**src/rtl/csrt_pkg.sv**
```systemverilog
`timescale 1ns / 1ps

package csrt_pkg;

	localparam int NUM_STREAMS = 64;
	localparam int IDX_W = (NUM_STREAMS > 1) ? $clog2(NUM_STREAMS) : 1;

	localparam int CS_W = 6;
	localparam int FMT_W = 2;
	localparam int TIME_W = 32;
	localparam int LEN_W = 24;
	localparam int TYPE_W = 8;
	localparam int MSID_W = 32;

	localparam int CSR_DATA_W = 32;
	localparam int CSR_ADDR_W = 3;
	localparam int CSR_IDX_W = CSR_ADDR_W - 2;

	localparam logic [CSR_IDX_W-1:0] REG_RX_CHUNK_LEN = CSR_IDX_W'(0);
	localparam logic [LEN_W-1:0] RX_CHUNK_LEN_RESET = LEN_W'(128);

	localparam logic OP_CHUNK = 1'b0;
	localparam logic OP_ABORT = 1'b1;

	localparam logic [FMT_W-1:0] FMT_FULL = 2'd0;
	localparam logic [FMT_W-1:0] FMT_NO_ID = 2'd1;
	localparam logic [FMT_W-1:0] FMT_DELTA = 2'd2;
	localparam logic [FMT_W-1:0] FMT_NONE = 2'd3;

	typedef logic [IDX_W-1:0] idx_t;

	typedef struct packed {
		logic [TIME_W-1:0] timestamp;
		logic [TIME_W-1:0] delta;
		logic [LEN_W-1:0] length;
		logic [TYPE_W-1:0] msg_type;
		logic [MSID_W-1:0] msg_id;
		logic [LEN_W-1:0] count;
	} entry_t;

	typedef struct packed {
		logic opcode;
		logic [CS_W-1:0] chunk_stream;
		logic [FMT_W-1:0] header_format;
		logic [TIME_W-1:0] time_value;
		logic [LEN_W-1:0] length_value;
		logic [TYPE_W-1:0] type_value;
		logic [MSID_W-1:0] stream_value;
	} item_t;

	typedef struct packed {
		logic [LEN_W-1:0] payload_bytes;
		logic message_done;
		logic overrun;
	} status_t;

	// Chunk stream id folded onto the table depth by restoring subtraction.
	function automatic idx_t stream_index(input logic [CS_W-1:0] cs);
		logic [CS_W:0] r;
		r = {1'b0, cs};
		for (int k = CS_W - 1; k >= 0; k--) begin
			if (int'(r) >= (NUM_STREAMS << k)) begin
				r = r - (CS_W + 1)'(NUM_STREAMS << k);
			end
		end
		return IDX_W'(r);
	endfunction

endpackage

```
**src/rtl/csrt_update.sv**
```systemverilog
`timescale 1ns / 1ps

module csrt_update (
	input  csrt_pkg::item_t item,
	input  csrt_pkg::entry_t cur,
	input  logic [csrt_pkg::LEN_W-1:0] rx_chunk_len,
	output csrt_pkg::entry_t nxt,
	output csrt_pkg::status_t status
);
	import csrt_pkg::*;

	logic start;
	logic [TIME_W-1:0] addend;
	logic [TIME_W-1:0] ts_sum;
	logic [LEN_W-1:0] len_new;
	logic [LEN_W-1:0] csz;
	logic [LEN_W:0] diff;
	logic [LEN_W-1:0] rem;
	logic ovr;
	logic fits;

	assign start = (cur.count == '0);
	assign csz = (rx_chunk_len == '0) ? LEN_W'(1) : rx_chunk_len;
	assign addend = (item.header_format == FMT_NONE) ? cur.delta : item.time_value;
	assign ts_sum = cur.timestamp + addend;

	always_comb begin
		nxt = cur;
		unique case (item.header_format)
			FMT_FULL: begin
				if (start) begin
					nxt.delta = item.time_value - cur.timestamp;
				end
				nxt.timestamp = item.time_value;
				nxt.length = item.length_value;
				nxt.msg_type = item.type_value;
				nxt.msg_id = item.stream_value;
			end
			FMT_NO_ID: begin
				if (start) begin
					nxt.delta = item.time_value;
					nxt.timestamp = ts_sum;
				end
				nxt.length = item.length_value;
				nxt.msg_type = item.type_value;
			end
			FMT_DELTA: begin
				if (start) begin
					nxt.delta = item.time_value;
					nxt.timestamp = ts_sum;
				end
			end
			FMT_NONE: begin
				if (start) begin
					nxt.timestamp = ts_sum;
				end
			end
			default: nxt = cur;
		endcase
		if (item.opcode == OP_ABORT) begin
			nxt = cur;
		end

		len_new = nxt.length;
		diff = {1'b0, len_new} - {1'b0, cur.count};
		ovr = diff[LEN_W];
		rem = diff[LEN_W-1:0];
		fits = (rem <= csz);

		status = '0;
		if (item.opcode == OP_ABORT) begin
			nxt.count = '0;
		end else if (ovr) begin
			status.overrun = 1'b1;
			nxt.count = '0;
		end else if (fits) begin
			status.payload_bytes = rem;
			status.message_done = 1'b1;
			nxt.count = '0;
		end else begin
			// Not the last chunk, so the sum stays below the length.
			status.payload_bytes = csz;
			nxt.count = cur.count + csz;
		end
	end
endmodule

```
**config.mk**
```make
export PLATFORM = sky130hd
export DESIGN_NAME = csrt_update
export DESIGN_NICKNAME = d
export VERILOG_FILES = /design/src/rtl/csrt_pkg.sv /design/src/rtl/csrt_update.sv
export SDC_FILE = /design/constraint.sdc
export NUM_CORES = 1
export LEC_CHECK = 0
export BUFFER_PORTS_ARGS = -buffer_cell sky130_fd_sc_hd__buf_4
export CELL_PAD_IN_SITES_DETAIL_PLACEMENT = 1
export CELL_PAD_IN_SITES_GLOBAL_PLACEMENT = 1
export CORE_AREA = 2 2 181 183
export DETAILED_ROUTE_END_ITERATION = 10
export DIE_AREA = 0 0 183 185
export PLACE_DENSITY = 0.74
export SYNTH_ARGS = -nofsm -noshare
export SYNTH_HDL_FRONTEND = slang
export SYNTH_SLANG_ARGS = --single-unit
```
**constraint.sdc**
```tcl
create_clock -name vclk -period 14.33
set_input_delay 1.433 -clock vclk [all_inputs]
set_output_delay 1.433 -clock vclk [all_outputs]
set_load 0.005 [all_outputs]
```
## Word level (Yosys, flattened, before mapping)

Index checks and enable logic that the tools add are counted.

- Register bits: 0
- Input bits: 281
- Output and inout port bits: 178
- Word-level logic and storage cells: 31

- Add/subtract/negate cells: 4
- $lt $le $gt $ge: 1
- Equality and inequality tests: 3
- Muxes and demuxes: 18
- Reduce and logical (&&, ||, !) cells: 5

Operator list:

| kind | number |
|---|---|
| $mux 32 | 5 |
| $mux 152 | 1 |
| $mux 24 | 5 |
| $pmux 32 s3 | 1 |
| $mux 64 | 1 |
| $pmux 32 s2 | 1 |
| $logic_not 24->1 | 2 |
| $add 32x32->32 | 1 |
| $sub 32x32->32 | 1 |
| $mux 26 | 1 |
| $mux 25 | 1 |
| $sub 24x24->25 | 1 |
| $add 24x24->24 | 1 |
| $le 24x24->1 | 1 |
| $eq 2x2->1 const B | 2 |
| $reduce_or 2->1 | 2 |
| $eq 2x1->1 const B | 1 |
| $logic_not 2->1 | 1 |
| $mux 1 | 2 |

## Logic depth before layout (Yosys ltp)

- Depth in word-level cells: 11
- Depth in mapped cells: 25
- Mapped depth without buffers: 22

## Least setup slack after synthesis

No wires, ideal clock.

- Path type: input -> output
- Start point: input item[96] (netlist name)
- End point: output nxt[10] (netlist name)
- Arrival time: 6.474 ns
- Required time: 12.897 ns
- Setup slack: 6.423 ns
- Cell stages on the path: 24
- Path buffers: 3
- Cell sequence: inv_1 > ha_1 > o21bai_1 > clkbuf_1 > mux2i_1 > ha_1 > inv_1 > fa_1 > a211oi_1 > o21ai_2 > a211oi_1 > o31a_1 > o31ai_4 > a31oi_1 > xnor2_1 > ha_1 > nand4_1 > nor4_1 > a221oi_1 > or2_2 > clkbuf_1 > or2_4 > buf_2 > nor2_1

RTL lines:

| item | RTL line | text |
|---|---|---|
| start: declaration | csrt_update.sv:4 | `input csrt_pkg::item_t item,` |
| end: declaration | csrt_update.sv:7 | `output csrt_pkg::entry_t nxt,` |

==> results_dict.tcl <==
set metrics [dict create \
    yosys.area.top_type "ha_1" \
    grt_pass1_wl_mm 67.99 \
    dr.pass1.iters 5 \
    grt_use_total 0.2516 \
    hold_viol 0 \
    path_buf_inv 3 \
    num_rows 66 \
    crit_slowest_cell "and2_1" \
    gr-total-overflow 0 \
    drc_errors 0 \
    path_cells "buf_4, o21bai_4, buf_4, mux2_2, fa_1, a211oi_1, o21ai_2, a211oi_1, o31a_1, o31ai_4, a31oi_1, xnor2_1, ha_1, nand4_1, nor4_1, and2_1, or2_2, nor2b_1, a22o_1, buf_4" \
    drive_gt1_frac 0.3314 \
    synthDominantCellAreaShare 0.1864 \
    run_status "complete, no violations" \
    crit_required_ps 12900 \
    synthCells 1353 \
    antenna_found_initial 2 \
    start_kind "primary input" \
    cap_viol_max_count 0 \
    core_area_sq_um 32040 \
    drtIter0Drc 671 \
    grt_max_degree 43 \
    area_growth_pct 40.77 \
    relSlewSlack 0.1939 \
    globalplace.congestion 0.9127 \
    startpoint "item[104]" \
    seq_cells 0 \
    start_util 0.2870 \
    setup_viol 0 \
    hp-start "cur[28]" \
    cp_top_family "simple AND/OR/NAND/NOR gates" \
    vias 12163 \
    critPathMaxFanout 35 \
    drv_slew 0 \
    die_h_um 185 \
    routed_via_density 5.647 \
    syn_area_sq_um 9195 \
    critPathKind "primary input to primary output" \
    wl_per_cell_um 21.18 \
    fill_cells 4125 \
    grt_setup_unrepaired "no" \
    cpPeakStageDelay_ps 710 \
    cp-end-kind "primary output" \
    portBuffers 453 \
    dp_hpwl_mm 38.22 \
    hp-class "primary input to primary output" \
    cpMostUsedCell "buf_4" \
    synth.avg_cell_area_sq_um 6.796 \
    crit_arrival_ps 8180 \
    ys_top_cells_by_count "137 x ha_1, 133 x a21oi_1, 117 x o21ai_0" \
    ioPinCount 459 \
    cts.repair.resized 0 \
    tightest_slew_ps 1209 \
    drt-total-wl_mm 45.61 \
    fin_crit_sh 0.6710 \
    fin_crit_ps 9616 \
    grt_pass1_vias 12305 \
    post_cts_buffers 0 \
    clockBufferCount 0 \
    tns_ps 0 \
    yosysSeqAreaShare 0 \
    synth_area_leaders "ha_1 19%, mux2_2 12%, a21oi_1 7.2%" \
    layout.nets 2165 \
    die_x_um 183 \
    synth.net_count 1775 \
    ys.warnings.count 0 \
    yosysMostFrequentCell "ha_1" \
    ant_nets 0 \
    dieArea_sq_um 33860 \
    synth_cell_types 65 \
    cts_hold_buf 0 \
    clock.fmax_mhz 104.0 \
    seq_area_sq_um 0 \
]
[final cells by class]
| type | count | area, sq um | share of cell area |
|---|---|---|---|
| inverter | 107 | 401.6 | 0.03103 |
| tap | 408 | 510.5 | 0.03944 |
| antenna | 5 | 12.51 | 0.0009666 |
| multi-input combinational | 1169 | 8528 | 0.6589 |
| timing repair buffer | 465 | 3491 | 0.2697 |
[path summary, 6_finish.rpt]
| check | slack (ps) | to | cells after the start |
|---|---|---|---|
| max | 4710 | status[21] | 20 |
| min | 3160 | nxt[28] | 3 |
[per-layer routing]
metal | track usage | part of all wire | vias up
met5 | 0 | 0 | -
met4 | 0.09632 | 0.041 | 0
met3 | 0.02399 | 0.054 | 89
met2 | 0.4448 | 0.48 | 458
met1 | 0.3151 | 0.42 | 5836
li1 | - | - | 5780
[per-stage QoR]
| step | hold WS, ps | std cells | cell area [sq um] | util | setup WS (ps) |
|---|---|---|---|---|---|
| 2_1_floorplan | 2970 | 1353 | 9195 | - | 6423 |
| 3_3_place_gp | 3161 | 2149 | 12930 | 0.4036 | 4918 |
| 3_5_place_dp | 3163 | 2149 | 12930 | 0.4036 | 4784 |
| 4_1_cts | 3164 | 2149 | 12930 | 0.4036 | 4743 |
| 5_1_grt | 3172 | 2151 | 12940 | 0.4037 | 4281 |
| 6_report | 3163 | 2154 | 12940 | 0.4040 | 4714 |
[placed cells by master (no fill, tap or decap), types with 9 or more instances in the layout]
cell type,count
nor3_1,34
nand3_1,12
and3_1,9
a31oi_1,14
a22oi_1,38
o21bai_1,14
ha_1,136
nand2_1,100
a211oi_1,13
o21ai_0,117
buf_4,465
a32oi_1,10
a21oi_1,133
xor2_1,40
mux2_2,95
nand4_1,20
o21a_1,14
o211ai_1,10
inv_1,107
nor4_1,14
nor2_1,96
xnor2_1,51
a221oi_1,9
nand2b_1,18
nor2b_1,14
a21o_1,60
[cell families after synthesis]
| kind of cell | synth area share |
|---|---|
| adders and majority gates | 0.1951 |
| xor gates and xnor gates | 0.08668 |
| AOI/OAI and AO/OA | 0.3432 |
| buffers and inverters | 0.07579 |
| and+or+nand+nor | 0.1785 |
| muxes | 0.1207 |
