<file path="config.mk">
export PLATFORM = sky130hd
export DESIGN_NAME = csrt_regs
export DESIGN_NICKNAME = d
export VERILOG_FILES = /design/src/rtl/csrt_pkg.sv /design/src/rtl/csrt_regs.sv
export SDC_FILE = /design/constraint.sdc
export NUM_CORES = 1
export LEC_CHECK = 0
export BUFFER_PORTS_ARGS = -buffer_cell sky130_fd_sc_hd__buf_2
export CORE_MARGIN = 1
export CORE_UTILIZATION = 35
export CTS_BUF_LIST = sky130_fd_sc_hd__clkbuf_16
export CTS_CLUSTER_SIZE = 8
export DETAILED_ROUTE_END_ITERATION = 8
export PLACE_DENSITY = 0.76
export SLEW_MARGIN = 20
export SYNTH_ARGS = -nofsm -noshare
export SYNTH_HDL_FRONTEND = slang
export SYNTH_SLANG_ARGS = --single-unit
</file>
<file path="constraint.sdc">
create_clock -name clk -period 0.9 [get_ports clk]
set_clock_uncertainty 0.2 [all_clocks]
set_input_delay 0.18 -clock clk [delete_from_list [all_inputs] [get_ports clk]]
set_output_delay 0.18 -clock clk [all_outputs]
set_load 0.005 [all_outputs]
</file>
<file path="src/rtl/csrt_pkg.sv">
`timescale 1ns / 1ps

package csrt_pkg;

	localparam int NUM_STREAMS = 64;
	localparam int IDX_W = (NUM_STREAMS > 1) ? $clog2(NUM_STREAMS) : 1;

	localparam int CS_W = 6;
	localparam int FMT_W = 2;
	localparam int TIME_W = 32;
	localparam int LEN_W = 24;
	localparam int TYPE_W = 8;
	localparam int MSID_W = 32;

	localparam int CSR_DATA_W = 32;
	localparam int CSR_ADDR_W = 3;
	localparam int CSR_IDX_W = CSR_ADDR_W - 2;

	localparam logic [CSR_IDX_W-1:0] REG_RX_CHUNK_LEN = CSR_IDX_W'(0);
	localparam logic [LEN_W-1:0] RX_CHUNK_LEN_RESET = LEN_W'(128);

	localparam logic OP_CHUNK = 1'b0;
	localparam logic OP_ABORT = 1'b1;

	localparam logic [FMT_W-1:0] FMT_FULL = 2'd0;
	localparam logic [FMT_W-1:0] FMT_NO_ID = 2'd1;
	localparam logic [FMT_W-1:0] FMT_DELTA = 2'd2;
	localparam logic [FMT_W-1:0] FMT_NONE = 2'd3;

	typedef logic [IDX_W-1:0] idx_t;

	typedef struct packed {
		logic [TIME_W-1:0] timestamp;
		logic [TIME_W-1:0] delta;
		logic [LEN_W-1:0] length;
		logic [TYPE_W-1:0] msg_type;
		logic [MSID_W-1:0] msg_id;
		logic [LEN_W-1:0] count;
	} entry_t;

	typedef struct packed {
		logic opcode;
		logic [CS_W-1:0] chunk_stream;
		logic [FMT_W-1:0] header_format;
		logic [TIME_W-1:0] time_value;
		logic [LEN_W-1:0] length_value;
		logic [TYPE_W-1:0] type_value;
		logic [MSID_W-1:0] stream_value;
	} item_t;

	typedef struct packed {
		logic [LEN_W-1:0] payload_bytes;
		logic message_done;
		logic overrun;
	} status_t;

	// Chunk stream id folded onto the table depth by restoring subtraction.
	function automatic idx_t stream_index(input logic [CS_W-1:0] cs);
		logic [CS_W:0] r;
		r = {1'b0, cs};
		for (int k = CS_W - 1; k >= 0; k--) begin
			if (int'(r) >= (NUM_STREAMS << k)) begin
				r = r - (CS_W + 1)'(NUM_STREAMS << k);
			end
		end
		return IDX_W'(r);
	endfunction

endpackage

</file>
<file path="src/rtl/csrt_regs.sv">
`timescale 1ns / 1ps

module csrt_regs (
	input  logic clk,
	input  logic arst_n,
	input  logic psel,
	input  logic penable,
	input  logic pwrite,
	input  logic [csrt_pkg::CSR_ADDR_W-1:0] paddr,
	input  logic [csrt_pkg::CSR_DATA_W-1:0] pwdata,
	output logic [csrt_pkg::CSR_DATA_W-1:0] prdata,
	output logic pready,
	output logic [csrt_pkg::LEN_W-1:0] rx_chunk_len
);
	import csrt_pkg::*;

	logic [LEN_W-1:0] rx_chunk_len_q;
	logic [CSR_IDX_W-1:0] reg_idx;
	logic wr_en;

	assign reg_idx = paddr[CSR_ADDR_W-1:2];
	assign wr_en = psel && penable && pwrite && (reg_idx == REG_RX_CHUNK_LEN);
	assign pready = 1'b1;
	assign rx_chunk_len = rx_chunk_len_q;

	always_ff @(posedge clk or negedge arst_n) begin
		if (!arst_n) begin
			rx_chunk_len_q <= RX_CHUNK_LEN_RESET;
		end else if (wr_en) begin
			rx_chunk_len_q <= pwdata[LEN_W-1:0];
		end
	end

	always_comb begin
		prdata = '0;
		unique case (reg_idx)
			REG_RX_CHUNK_LEN: prdata = CSR_DATA_W'(rx_chunk_len_q);
			default: prdata = '0;
		endcase
	end
endmodule

</file>
; Yosys cells after proc, flatten, opt, wreduce, memory -nomap -nowiden
; Cells that the tools add are included.
[totals]
reg_bits = 24
output_inout_bits = 57
elab_cells = 6
[op_classes]
mux = 1
bitwise = 1
reduce_logical = 3
[op_table]
columns = operator, count
row1 = $mux W24, 1
row2 = $logic_and A1 B1 Y1, 3
row3 = $not A1 Y1, 1

; Depth between registers and ports, before layout
; Gate-level depths: netlist (run 1).
[logic_depth]
ltp_word = 3
mapped_depth = 3

; Least setup slack after synthesis (run 1)
; Ideal clock, no wire load.
[synth_timing]
kind = input-to-reg
from = in paddr[2] (netlist bit)
to = reg rx_chunk_len_q[0], in the netlist rx_chunk_len[0]
arrival_ps = 848
required_time_ps = 575
path_slack_ps = -273
stages = 3
n_path_buf = 1
path_cell_list = nand4b_4 -> buf_6 -> mux2_4
[synth_via]
elab_chain_cells = 2
[synth_lines]
columns = item, line_no
row1 = start: declaration, csrt_regs.sv:9  ; input logic [csrt_pkg::CSR_ADDR_W-1:0] paddr,
row2 = $not A1 Y1, -
row3 = $logic_and A1 B1 Y1, csrt_regs.sv:22  ; assign wr_en = psel && penable && pwrite && (reg_idx == REG_RX_CHUNK_LEN);
row4 = end signal: assignment, csrt_regs.sv:30  ; rx_chunk_len_q <= pwdata[LEN_W-1:0];
row5 = end: declaration, csrt_regs.sv:17  ; logic [LEN_W-1:0] rx_chunk_len_q;
; No other way between the ends.
; A chain may end at the register's enable or synchronous reset.

; Worst setup path in the final report (run 1)
[layout_timing]
from = reg rx_chunk_len_q[7], in the netlist rx_chunk_len[7]
to = out prdata[7] (netlist bit)
[layout_via]
elab_chain_cells = 1
[layout_lines]
columns = item, line_no
row1 = $mux W24, csrt_regs.sv:36  ; unique case (reg_idx)
row2 = end: declaration, csrt_regs.sv:11  ; output logic [csrt_pkg::CSR_DATA_W-1:0] prdata,
; No other way between the ends.

==> reports/qor.csv, run 1 <==
stage;metric;value;unit
run_status;status;finished, violations left;
run_status;violations;negative hold slack, negative setup slack;
run;max_cap_violations;0;
critical_path;r2r-end;rx_chunk_len[22];
sta;period_share;1.55;
final_layout;largest_reg_flops;24;
critical_path;reg2reg_slack;-0.20;ns
floorplanning;die_y;61.3;um
synthesis;yosys-top-cells-count;23 x dfrtp_1, 22 x nor2b_1, 20 x mux2_4;
placed_design;port_buffers;77;
power_and_ir_drop;power_frac_clock;0.248;
sta;whs;-0.0502;ns
floorplanning;start_util;0.368;
clock_tree;cts_max_level;1;
final_layout;drive_above_1_share;0.717;
power_and_ir_drop;sw_frac_of_total;0.245;
sta;min_period;1.40;ns
sta;finalHoldViolations;24;
global_routing;grt_pass1_wl;4170;um
synthesis;synth_edf_count;0;
global_routing;busiest_layer;met2;
synthesis;yosysUniqueCellTypes;11;
synthesis;synth.most_common_cell;dfrtp_1;
critical_path;reg2reg_from;rx_chunk_len[22];
worst_hold_path;hp-class;input pin to register;
clock_tree;cts_root_buffer;clkbuf_16;
synthesis;synth_top_cell_by_area;dfrtp_1;
global_routing;grt_pass1_vias;896;
synthesis;seq_area_frac_synth;0.490;
placed_design;globalplace.congestion;0.723;
drt;via_per_inst;4.17;
final_layout;finalInstanceArea;0.00203;mm2
power_and_ir_drop;p_int;2.90;mW
critical_path;cp.required;0.52;ns
synthesis;synthFlopType;dfrtp_1;
global_routing;use_met1;0.196;
clock_tree;clk_path_buf_depth;2;
clock_tree;clock_sinks;24;
worst_hold_path;min_to;rx_chunk_len[5];
sta;setup_viol;72;
synthesis;ys_async_sr_fraction;1.00;
synthesis;ys_ff_latch;24;
clock_tree;cts_buffers;3;
placed_design;placed_area;0.00168;mm2
floorplanning;coreArea;0.00334;mm2
synthesis;synthCells;88;
synthesis;syn_area;0.00123;mm2
global_routing;grt_use_met3;0.0483;
global_routing;use_met2;0.276;
floorplanning;rows;21;
synthesis;synth_top_area_frac;0.468;
global_routing;grt-ovfl-total;0;
drt;num_vias;971;
critical_path;worstPathArrival;1.02;ns
synthesis;ys.warnings.count;0;
clock_tree;cts_tree;done;
clock_tree;hold_buffers;1;
global_routing;gr-usage-all-layers;0.164;
floorplanning;die_w;61.3;um
sta;fin_ws;-0.498;ns
final_layout;nets;228;
drt;postRouteAntennaNets;0;
global_routing;grt_max_degree;15;
clock_tree;worst_skew_pair.late_latency;0.25;ns
final_layout;syn2layout_area_growth;65.6;%
sta;max_freq;716;MHz
placed_design;place_hpwl;1880;um
global_routing;antenna_found_initial;0;
critical_path;crit_path_end_kind;output pin;
synthesis;avgSynthCellArea;14.0;um2
drt;initialDrtViolationCount;5;
power_and_ir_drop;comb_power_share;0.361;
critical_path;crit_fanout;3;
drt;drc;0;
floorplanning;pin_count;97;
critical_path;path_class;register to output pin;
final_layout;insertedDiodeCount;0;
final_layout;fin_util;0.610;
power_and_ir_drop;p_per_area;1890;mW/mm2
worst_hold_path;holdPathStages;2;
power_and_ir_drop;switchingPower;0.941;mW
drt;drt-total-wl;2800;um
worst_hold_path;worstHoldStart;pwdata[5];
power_and_ir_drop;p_leak;1.16;nW
critical_path;reg2regPathDepth;2;
critical_path;start_kind;register;
floorplanning;dieArea;0.00375;mm2
drt;firstDrtPassIters;2;
sta;rsz0062_at_grt;yes;
power_and_ir_drop;seq_power_share;0.392;
drt;wire_per_inst;12.0;um
power_and_ir_drop;max-vdd-ir-drop;0.000897;V
synthesis;synthTopCellsByArea;dfrtp_1 47%, mux2_4 24%, nor2b_1 11%;
clock_tree;path_clk_slew;0.06;ns
sta;final_max_slew_viol_count;0;
power by group through the flow:
stage	registers [mW]	logic, mW	clock network, mW
after CTS	1.49	1.30	0.970
after global placement	1.51	1.02	0
after detailed placement	1.51	1.05	0
final	1.50	1.39	0.952
after global routing	1.54	1.53	1.04
after floorplan	1.51	0.546	0
area by class of cell:
class / count / area, um2
clock inverter: 1 / 3.75
fill: 300 / 1300
timing repair buffer: 101 / 696
multi-input combinational: 58 / 601
tap: 46 / 57.6
clock buffer: 3 / 75.1
sequential: 24 / 602
placed cells by master (no fill, tap or decap), types with 2 or more instances in the layout:
cell type and count:
dfrtp_1 23, nor2b_1 17, mux2_2 2, buf_2 73
clkbuf_16 3, buf_6 12, buf_4 10, and2b_1 2
mux2_4 22, nor2b_4 5, buf_16 2, conb_1 9
buf_12 2
worst max-delay path, stage by stage, from the launching register on:
cell and delay (ns):
dfstp_2 0.54, nor2b_4 0.12, buf_2 0.10
worst max-delay path by stage:
stage / from / to / slack [ns]
after floorplan: paddr[2] / rx_chunk_len[0] / -0.27
after global placement: paddr[2] / rx_chunk_len[18] / -0.38
after detailed placement: paddr[2] / rx_chunk_len[19] / -0.42
after CTS: rx_chunk_len[7] / prdata[7] / -0.50
after global routing: rx_chunk_len[7] / prdata[7] / -0.53
final: rx_chunk_len[7] / prdata[7] / -0.50
stage by stage:
stage	instances	total power, mW	setup WS, ns	TNS [ns]
global placement	211	2.54	-0.381	-15.24
CTS	232	3.76	-0.501	-20.47
finish	233	3.84	-0.498	-19.85
global route	233	4.11	-0.525	-22.07
floorplan	95	2.06	-0.273	-6.44
detailed placement	211	2.56	-0.422	-16.22
kinds of logic after synthesis:
kind of cell / after synthesis / synth area share
buf+inv: 13 / 0.0794
flops: 24 / 0.490
mux: 24 / 0.281
other cells: 2 / 0.00611
simple gates: 25 / 0.144
routing by layer:
metal / part of all wire / wire (um) / vias to the layer above
li1: - / - / 472
met1: 0.41 / 1140 / 430
met2: 0.49 / 1380 / 65
met3: 0.083 / 232 / 4
met4: 0.016 / 44 / 0
met5: 0 / 0 / -
what timing repair did:
item,in CTS,in global routing
hold endpoints to repair,48,24
setup endpoints to repair,72,72
gates resized for setup,12,14
cloned,3,0
buffers inserted,13,6
No activity file was read; power rests on OpenSTA's default activity.
==> inputs of run 2 (changes only) <==
--- a/config.mk
+++ b/config.mk
@@ -6,12 +6,14 @@
 export NUM_CORES = 1
 export LEC_CHECK = 0
 export BUFFER_PORTS_ARGS = -buffer_cell sky130_fd_sc_hd__buf_2
+export CELL_PAD_IN_SITES_DETAIL_PLACEMENT = 0
+export CELL_PAD_IN_SITES_GLOBAL_PLACEMENT = 1
 export CORE_MARGIN = 1
-export CORE_UTILIZATION = 35
+export CORE_UTILIZATION = 28
 export CTS_BUF_LIST = sky130_fd_sc_hd__clkbuf_16
 export CTS_CLUSTER_SIZE = 8
 export DETAILED_ROUTE_END_ITERATION = 8
-export PLACE_DENSITY = 0.76
+export PLACE_DENSITY_LB_ADDON = 0.1
 export SLEW_MARGIN = 20
 export SYNTH_ARGS = -nofsm -noshare
 export SYNTH_HDL_FRONTEND = slang
==> constraint.sdc (replaced) <==
create_clock -name clk -period 1.55 [get_ports clk]
set_clock_uncertainty 0.2 [all_clocks]
set_input_delay 0.31 -clock clk [delete_from_list [all_inputs] [get_ports clk]]
set_output_delay 0.31 -clock clk [all_outputs]
set_load 0.005 [all_outputs]
==> run 2 against run 1 <==
The run now ends clean. Final area decreased by 14%. Core utilization is 18 points lower. Combinational power is 57% lower. First-iteration DRC count rose to 3.0 times the previous value. Critical path depth unchanged. Flip-flop and latch count unchanged. Sequential power fell by 42%. Non-clock buffer count fell by 19. Largest cell class is now sequential cells.
==> reports/qor.csv, run 2 (synthesis results as in run 1) <==
stage;metric;value;unit;change
power_and_ir_drop;p_per_area;1150;mW/mm2;-39%
clock_tree;cts_resized;0;;-12
worst_hold_path;hp-class;input pin to register;;
final_layout;insertedDiodeCount;0;;unchanged
global_routing;grt_pass1_vias;797;;-11%
sta;fin_ws;0.0261;ns;+0.524 ns
sta;finalHoldViolations;0;;-100%
sta;slew-limit-headroom;0.639;;
critical_path;crit_path_end_kind;output pin;;
sta;setup_viol;0;;-100%
floorplanning;pin_count;97;;unchanged
run_status;status;finished clean;;
worst_hold_path;worstHoldStart;pwdata[22];;
final_layout;layout_common_cells;77 x buf_2, 23 x dfrtp_1, 22 x nor2b_1;;
power_and_ir_drop;p_leak;1.00;nW;-14%
floorplanning;die_y;68.2;um;+11%
sta;period_share;0.983;;
final_layout;layout_commonest_cell;buf_2;;
final_layout;nets;209;;-8.3%
global_routing;antenna_found_initial;0;;unchanged
clock_tree;cts_buffers;3;;unchanged
drt;via_per_inst;4.09;;-1.8%
clock_tree;cts_root_buffer;clkbuf_16;;
placed_design;port_buffers;77;;unchanged
placed_design;place_ws;0.115;ns;+0.537 ns
placed_design;globalplace.congestion;0.629;;-13%
sta;final_max_slew_viol_count;0;;unchanged
drt;num_vias;892;;-8.1%
drt;postRouteAntennaNets;0;;unchanged
clock_tree;worst_skew_pair.late_latency;0.25;ns;about the same
power_and_ir_drop;total_power;2.01;mW;-48%
final_layout;syn2layout_area_growth;42.4;%;
floorplanning;dieArea;0.00466;mm2;+24%
clock_tree;cts_setup_buffers;0;;-13
global_routing;gr-usage-all-layers;0.115;;-0.0489
placed_design;dp_cells;213;;+0.95%
clock_tree;clock_sinks;24;;unchanged
critical_path;start_kind;register;;
sta;rsz0062_at_grt;yes;;
critical_path;path_buf_inv;1;;unchanged
final_layout;fin_cells;218;;-6.4%
placed_design;place_hpwl;1920;um;+2.1%
drt;wire_per_inst;11.9;um;-1.1%
critical_path;path_cells;nor2b_1 -> buf_2;;
drt;initialDrtViolationCount;15;;+10
floorplanning;rows;23;;+9.5%
sta;min_period;1.52;ns;
clock_tree;cts_max_level;1;;unchanged
global_routing;grt-ovfl-total;0;;unchanged
drt;drt-total-wl;2590;um;-7.5%
critical_path;startpoint;rx_chunk_len[7];;
run;max_cap_violations;0;;unchanged
clock_tree;cts_tree;done;;
drt;drc;0;;unchanged
critical_path;critical-path-top-delay-family;flip-flops;;
drt;firstDrtPassIters;2;;unchanged
floorplanning;start_util;0.299;;-0.0696
sta;max_freq;656;MHz;
final_layout;drive_above_1_share;0.655;;-0.0618
power_and_ir_drop;max-vdd-ir-drop;0.000666;V;-26%
final_layout;largest_reg_flops;24;;unchanged
critical_path;worstPathArrival;1.01;ns;about the same
global_routing;grt_pass1_wl;3910;um;-6.3%
critical_path;cp.required;1.04;ns;+0.52 ns
floorplanning;coreArea;0.00412;mm2;+23%
global_routing;grt_max_degree;25;;+10
clock_tree;clk_path_buf_depth;2;;unchanged
critical_path;reg2reg_from;rx_chunk_len[12];;
critical_path;max_stage_delay;0.54;ns;about the same
floorplanning;die_w;68.2;um;+11%
critical_path;crit_fanout;3;;unchanged
critical_path;path_class;register to output pin;;
critical_path;cp_slowest_cell;dfstp_2;;
sta;worst_slew_pin_slew;0.541;ns;
clock_tree;path_clk_slew;0.06;ns;about the same
==> run 2: changes by cell type in the layout (fill, tap and decap cells not counted), moves of 2 or more <==
cell and delta:
buf_4 -8, buf_2 +4, mux2_4 -2, buf_6 -12
mux2_2 +2, nor2b_4 -5, buf_16 -2, nor2b_1 +5
==> run 2: per-stage QoR <==
stage                     setup TNS [ns]  cell area (um2)  hold WS, ns  utilization
after floorplan                        0             1250       -0.186            -
after global placement                 0             1660        0.134        0.403
after detailed placement               0             1660        0.135        0.403
after CTS                              0             1750       0.0809        0.425
after global routing             -0.0221             1750       0.0754        0.425
final                                  0             1750       0.0856        0.425
==> run 2: worst paths after layout <==
kind	end	slack, ns	cells past startpoint
hold / removal	rx_chunk_len[22]	0.09	2
max in group asynchronous	rx_chunk_len[7]	0.40	2
setup reg to reg	rx_chunk_len[12]	0.58	1
hold reg to reg	rx_chunk_len[19]	0.32	1
min in group asynchronous	rx_chunk_len[13]	0.37	2
setup / recovery	prdata[7]	0.03	2
==> run 2: final cells by class <==
class,instances,area [um2]
multi-input combinational,58,556
timing repair buffer,82,450
clock inverter,1,3.75
sequential,24,602
fill,414,2370
tap,50,62.6
clock buffer,3,75.1
==> run 2: report_power, final <==
group | total (mW) | internal, mW | leakage, nW | switching [mW]
registers | 0.865 | 0.770 | 0.287 | 0.0948
clock network | 0.551 | 0.344 | 0.0385 | 0.206
logic | 0.593 | 0.397 | 0.677 | 0.196
==> run 2: per-layer routing <==
layer | up-vias | global-route usage | share of wire
met5 | - | 0 | 0
met1 | 414 | 0.140 | 0.43
li1 | 428 | - | -
met2 | 48 | 0.192 | 0.47
met4 | 0 | 0.0313 | 0.0066
met3 | 2 | 0.0383 | 0.087
==> run 2: timing repair <==
action / 4_1_cts / 5_1_grt
endpoints found under the hold margin: 23 / 0
setup endpoints to repair: 0 / 1
hold buffers: 1 / 0
==> inputs of run 3 (changes only) <==
--- a/config.mk
+++ b/config.mk
@@ -9,7 +9,7 @@
 export CELL_PAD_IN_SITES_DETAIL_PLACEMENT = 0
 export CELL_PAD_IN_SITES_GLOBAL_PLACEMENT = 1
 export CORE_MARGIN = 1
-export CORE_UTILIZATION = 28
+export CORE_UTILIZATION = 25
 export CTS_BUF_LIST = sky130_fd_sc_hd__clkbuf_16
 export CTS_CLUSTER_SIZE = 8
 export DETAILED_ROUTE_END_ITERATION = 8
==> run 3 against run 2 <==
Core utilization fell by 4.7 points. Critical path depth did not move. Sequential share of layout area fell by 0.70 points. Non-clock buffer count rose by 1. Final cell count rose by 8.3%. Wire length rose by 3.2%. Clock power rose by 1%. Flip-flop and latch count did not move. Hold slack got worse by 0.0047 ns. Die area rose by 12%. Final area rose by 2.1%. Maximum frequency rose by 0.55%.
==> reports/qor.csv, run 3 (synthesis results as in run 1) <==
stage;metric;value;unit;change
run_status;status;finished clean;;
critical_path;cp.required;1.04;ns;about the same
drt;num_vias;910;;+2.0%
floorplanning;die_w;72.1;um;+5.7%
drt;firstDrtPassIters;4;;+2
drt;drt-total-wl;2670;um;+3.2%
global_routing;grt-ovfl-total;0;;unchanged
sta;fin_ws;0.0345;ns;+0.00840 ns
power_and_ir_drop;p_leak;1.01;nW;+0.93%
clock_tree;cts_tree;done;;
sta;period_share;0.978;;-0.00542
floorplanning;die_y;72.1;um;+5.7%
placed_design;placed_area;0.00168;mm2;+1.3%
global_routing;grt_pass1_vias;883;;+11%
run;max_cap_violations;0;;unchanged
drt;postRouteAntennaNets;0;;unchanged
power_and_ir_drop;p_per_area;1140;mW/mm2;-0.66%
floorplanning;coreArea;0.00472;mm2;+15%
placed_design;dp_cells;230;;+8.0%
sta;rsz0062_at_grt;yes;;
global_routing;grt_pass1_wl;4130;um;+5.6%
final_layout;finalInstanceArea;0.00179;mm2;+2.1%
final_layout;layout_commonest_cell;buf_2;;
drt;initialDrtViolationCount;31;;+16
placed_design;place_ws;0.0823;ns;-0.0324 ns
final_layout;drive_above_1_share;0.663;;+0.00796
global_routing;grt_max_degree;25;;unchanged
worst_hold_path;hp-class;input pin to register;;
critical_path;path_class;register to output pin;;
placed_design;place_hpwl;2030;um;+5.5%
worst_hold_path;holdPathStages;2;;unchanged
sta;setup_tns;0;ns;unchanged
clock_tree;worst_skew_pair.late_latency;0.25;ns;about the same
global_routing;antenna_found_initial;0;;unchanged
sta;whs;0.0809;ns;-0.00470 ns
sta;setup_viol;0;;unchanged
floorplanning;dieArea;0.00520;mm2;+12%
final_layout;layout_common_cells;77 x buf_2, 23 x dfrtp_1, 21 x nor2b_1;;
clock_tree;cts_max_level;1;;unchanged
placed_design;port_buffers;77;;unchanged
drt;via_per_inst;3.86;;-5.8%
placed_design;globalplace.congestion;0.605;;-3.8%
floorplanning;rows;25;;+8.7%
clock_tree;cts_root_buffer;clkbuf_16;;
sta;worst_slew_pin_slew;0.548;ns;+0.00690 ns
final_layout;nets;210;;+0.48%
power_and_ir_drop;max-vdd-ir-drop;0.000373;V;-44%
clock_tree;clk_path_buf_depth;2;;unchanged
clock_tree;path_clk_slew;0.06;ns;about the same
final_layout;largest_reg_flops;24;;unchanged
global_routing;gr-usage-all-layers;0.102;;-0.0134
final_layout;syn2layout_area_growth;45.3;%;
final_layout;fin_cells;236;;+8.3%
clock_tree;cts_buffers;3;;unchanged
sta;finalHoldViolations;0;;unchanged
sta;final_max_slew_viol_count;0;;unchanged
final_layout;insertedDiodeCount;0;;unchanged
critical_path;worstPathArrival;1.01;ns;about the same
floorplanning;pin_count;97;;unchanged
drt;wire_per_inst;11.3;um;-4.6%
sta;min_period;1.52;ns;-0.00840 ns
critical_path;reg2regPathDepth;2;;+1
clock_tree;clock_sinks;24;;unchanged
sta;max_freq;660;MHz;+0.55%
drt;drc;0;;unchanged
critical_path;crit_path_end_kind;output pin;;
critical_path;crit_fanout;2;;-1
floorplanning;start_util;0.260;;-0.0384
sta;slew-limit-headroom;0.635;;-0.00460
critical_path;start_kind;register;;
==> run 3: repair_timing <==
item,in CTS,in global routing
gates resized for setup,0,2
hold buffers,1,0
hold endpoints to repair,23,0
setup buffers,1,0
endpoints found under the setup margin,1,1
==> run 3: cell type report <==
type	instances	area, um2
multi-input cells	58	563
flip-flops and latches	24	602
clock buffers	3	75.1
clock inverters	1	3.75
repair buffers	83	458
fillers	476	2940
well taps	67	83.8
==> run 3: worst max-delay path, stage by stage (launching register included) <==
cell     delay (ns)
dfstp_2        0.53
nor2b_4        0.12
buf_2          0.11
==> run 3: final timing paths <==
check,to,start,slack (ns)
hold reg to reg,rx_chunk_len[12],rx_chunk_len[12],0.33
setup / recovery,prdata[7],rx_chunk_len[7],0.03
max in group asynchronous,rx_chunk_len[7],arst_n,0.40
setup reg to reg,rx_chunk_len[7],rx_chunk_len[7],0.54
min in group asynchronous,rx_chunk_len[14],arst_n,0.37
hold / removal,rx_chunk_len[2],pwdata[2],0.08
==> run 3: power by group <==
part	switching [mW]	leakage (nW)	internal (mW)	total, mW
logic	0.204	0.686	0.408	0.612
clock network	0.215	0.0385	0.345	0.559
registers	0.0955	0.287	0.770	0.866
total	0.514	1.01	1.52	2.04
==> run 3: layer usage <==
layer / track usage / part of all wire / vias to the layer above
li1: - / - / 429
met1: 0.129 / 0.45 / 421
met2: 0.169 / 0.45 / 57
met3: 0.0306 / 0.092 / 3
met4: 0.0261 / 0.0079 / 0
met5: 0 / 0 / -
==> run 3: per-stage QoR <==
step	total power, mW	util
after global placement	1.47	0.356
after floorplan	1.19	-
after global routing	2.16	0.378
after detailed placement	1.48	0.356
final	2.04	0.378
after CTS	2.07	0.376
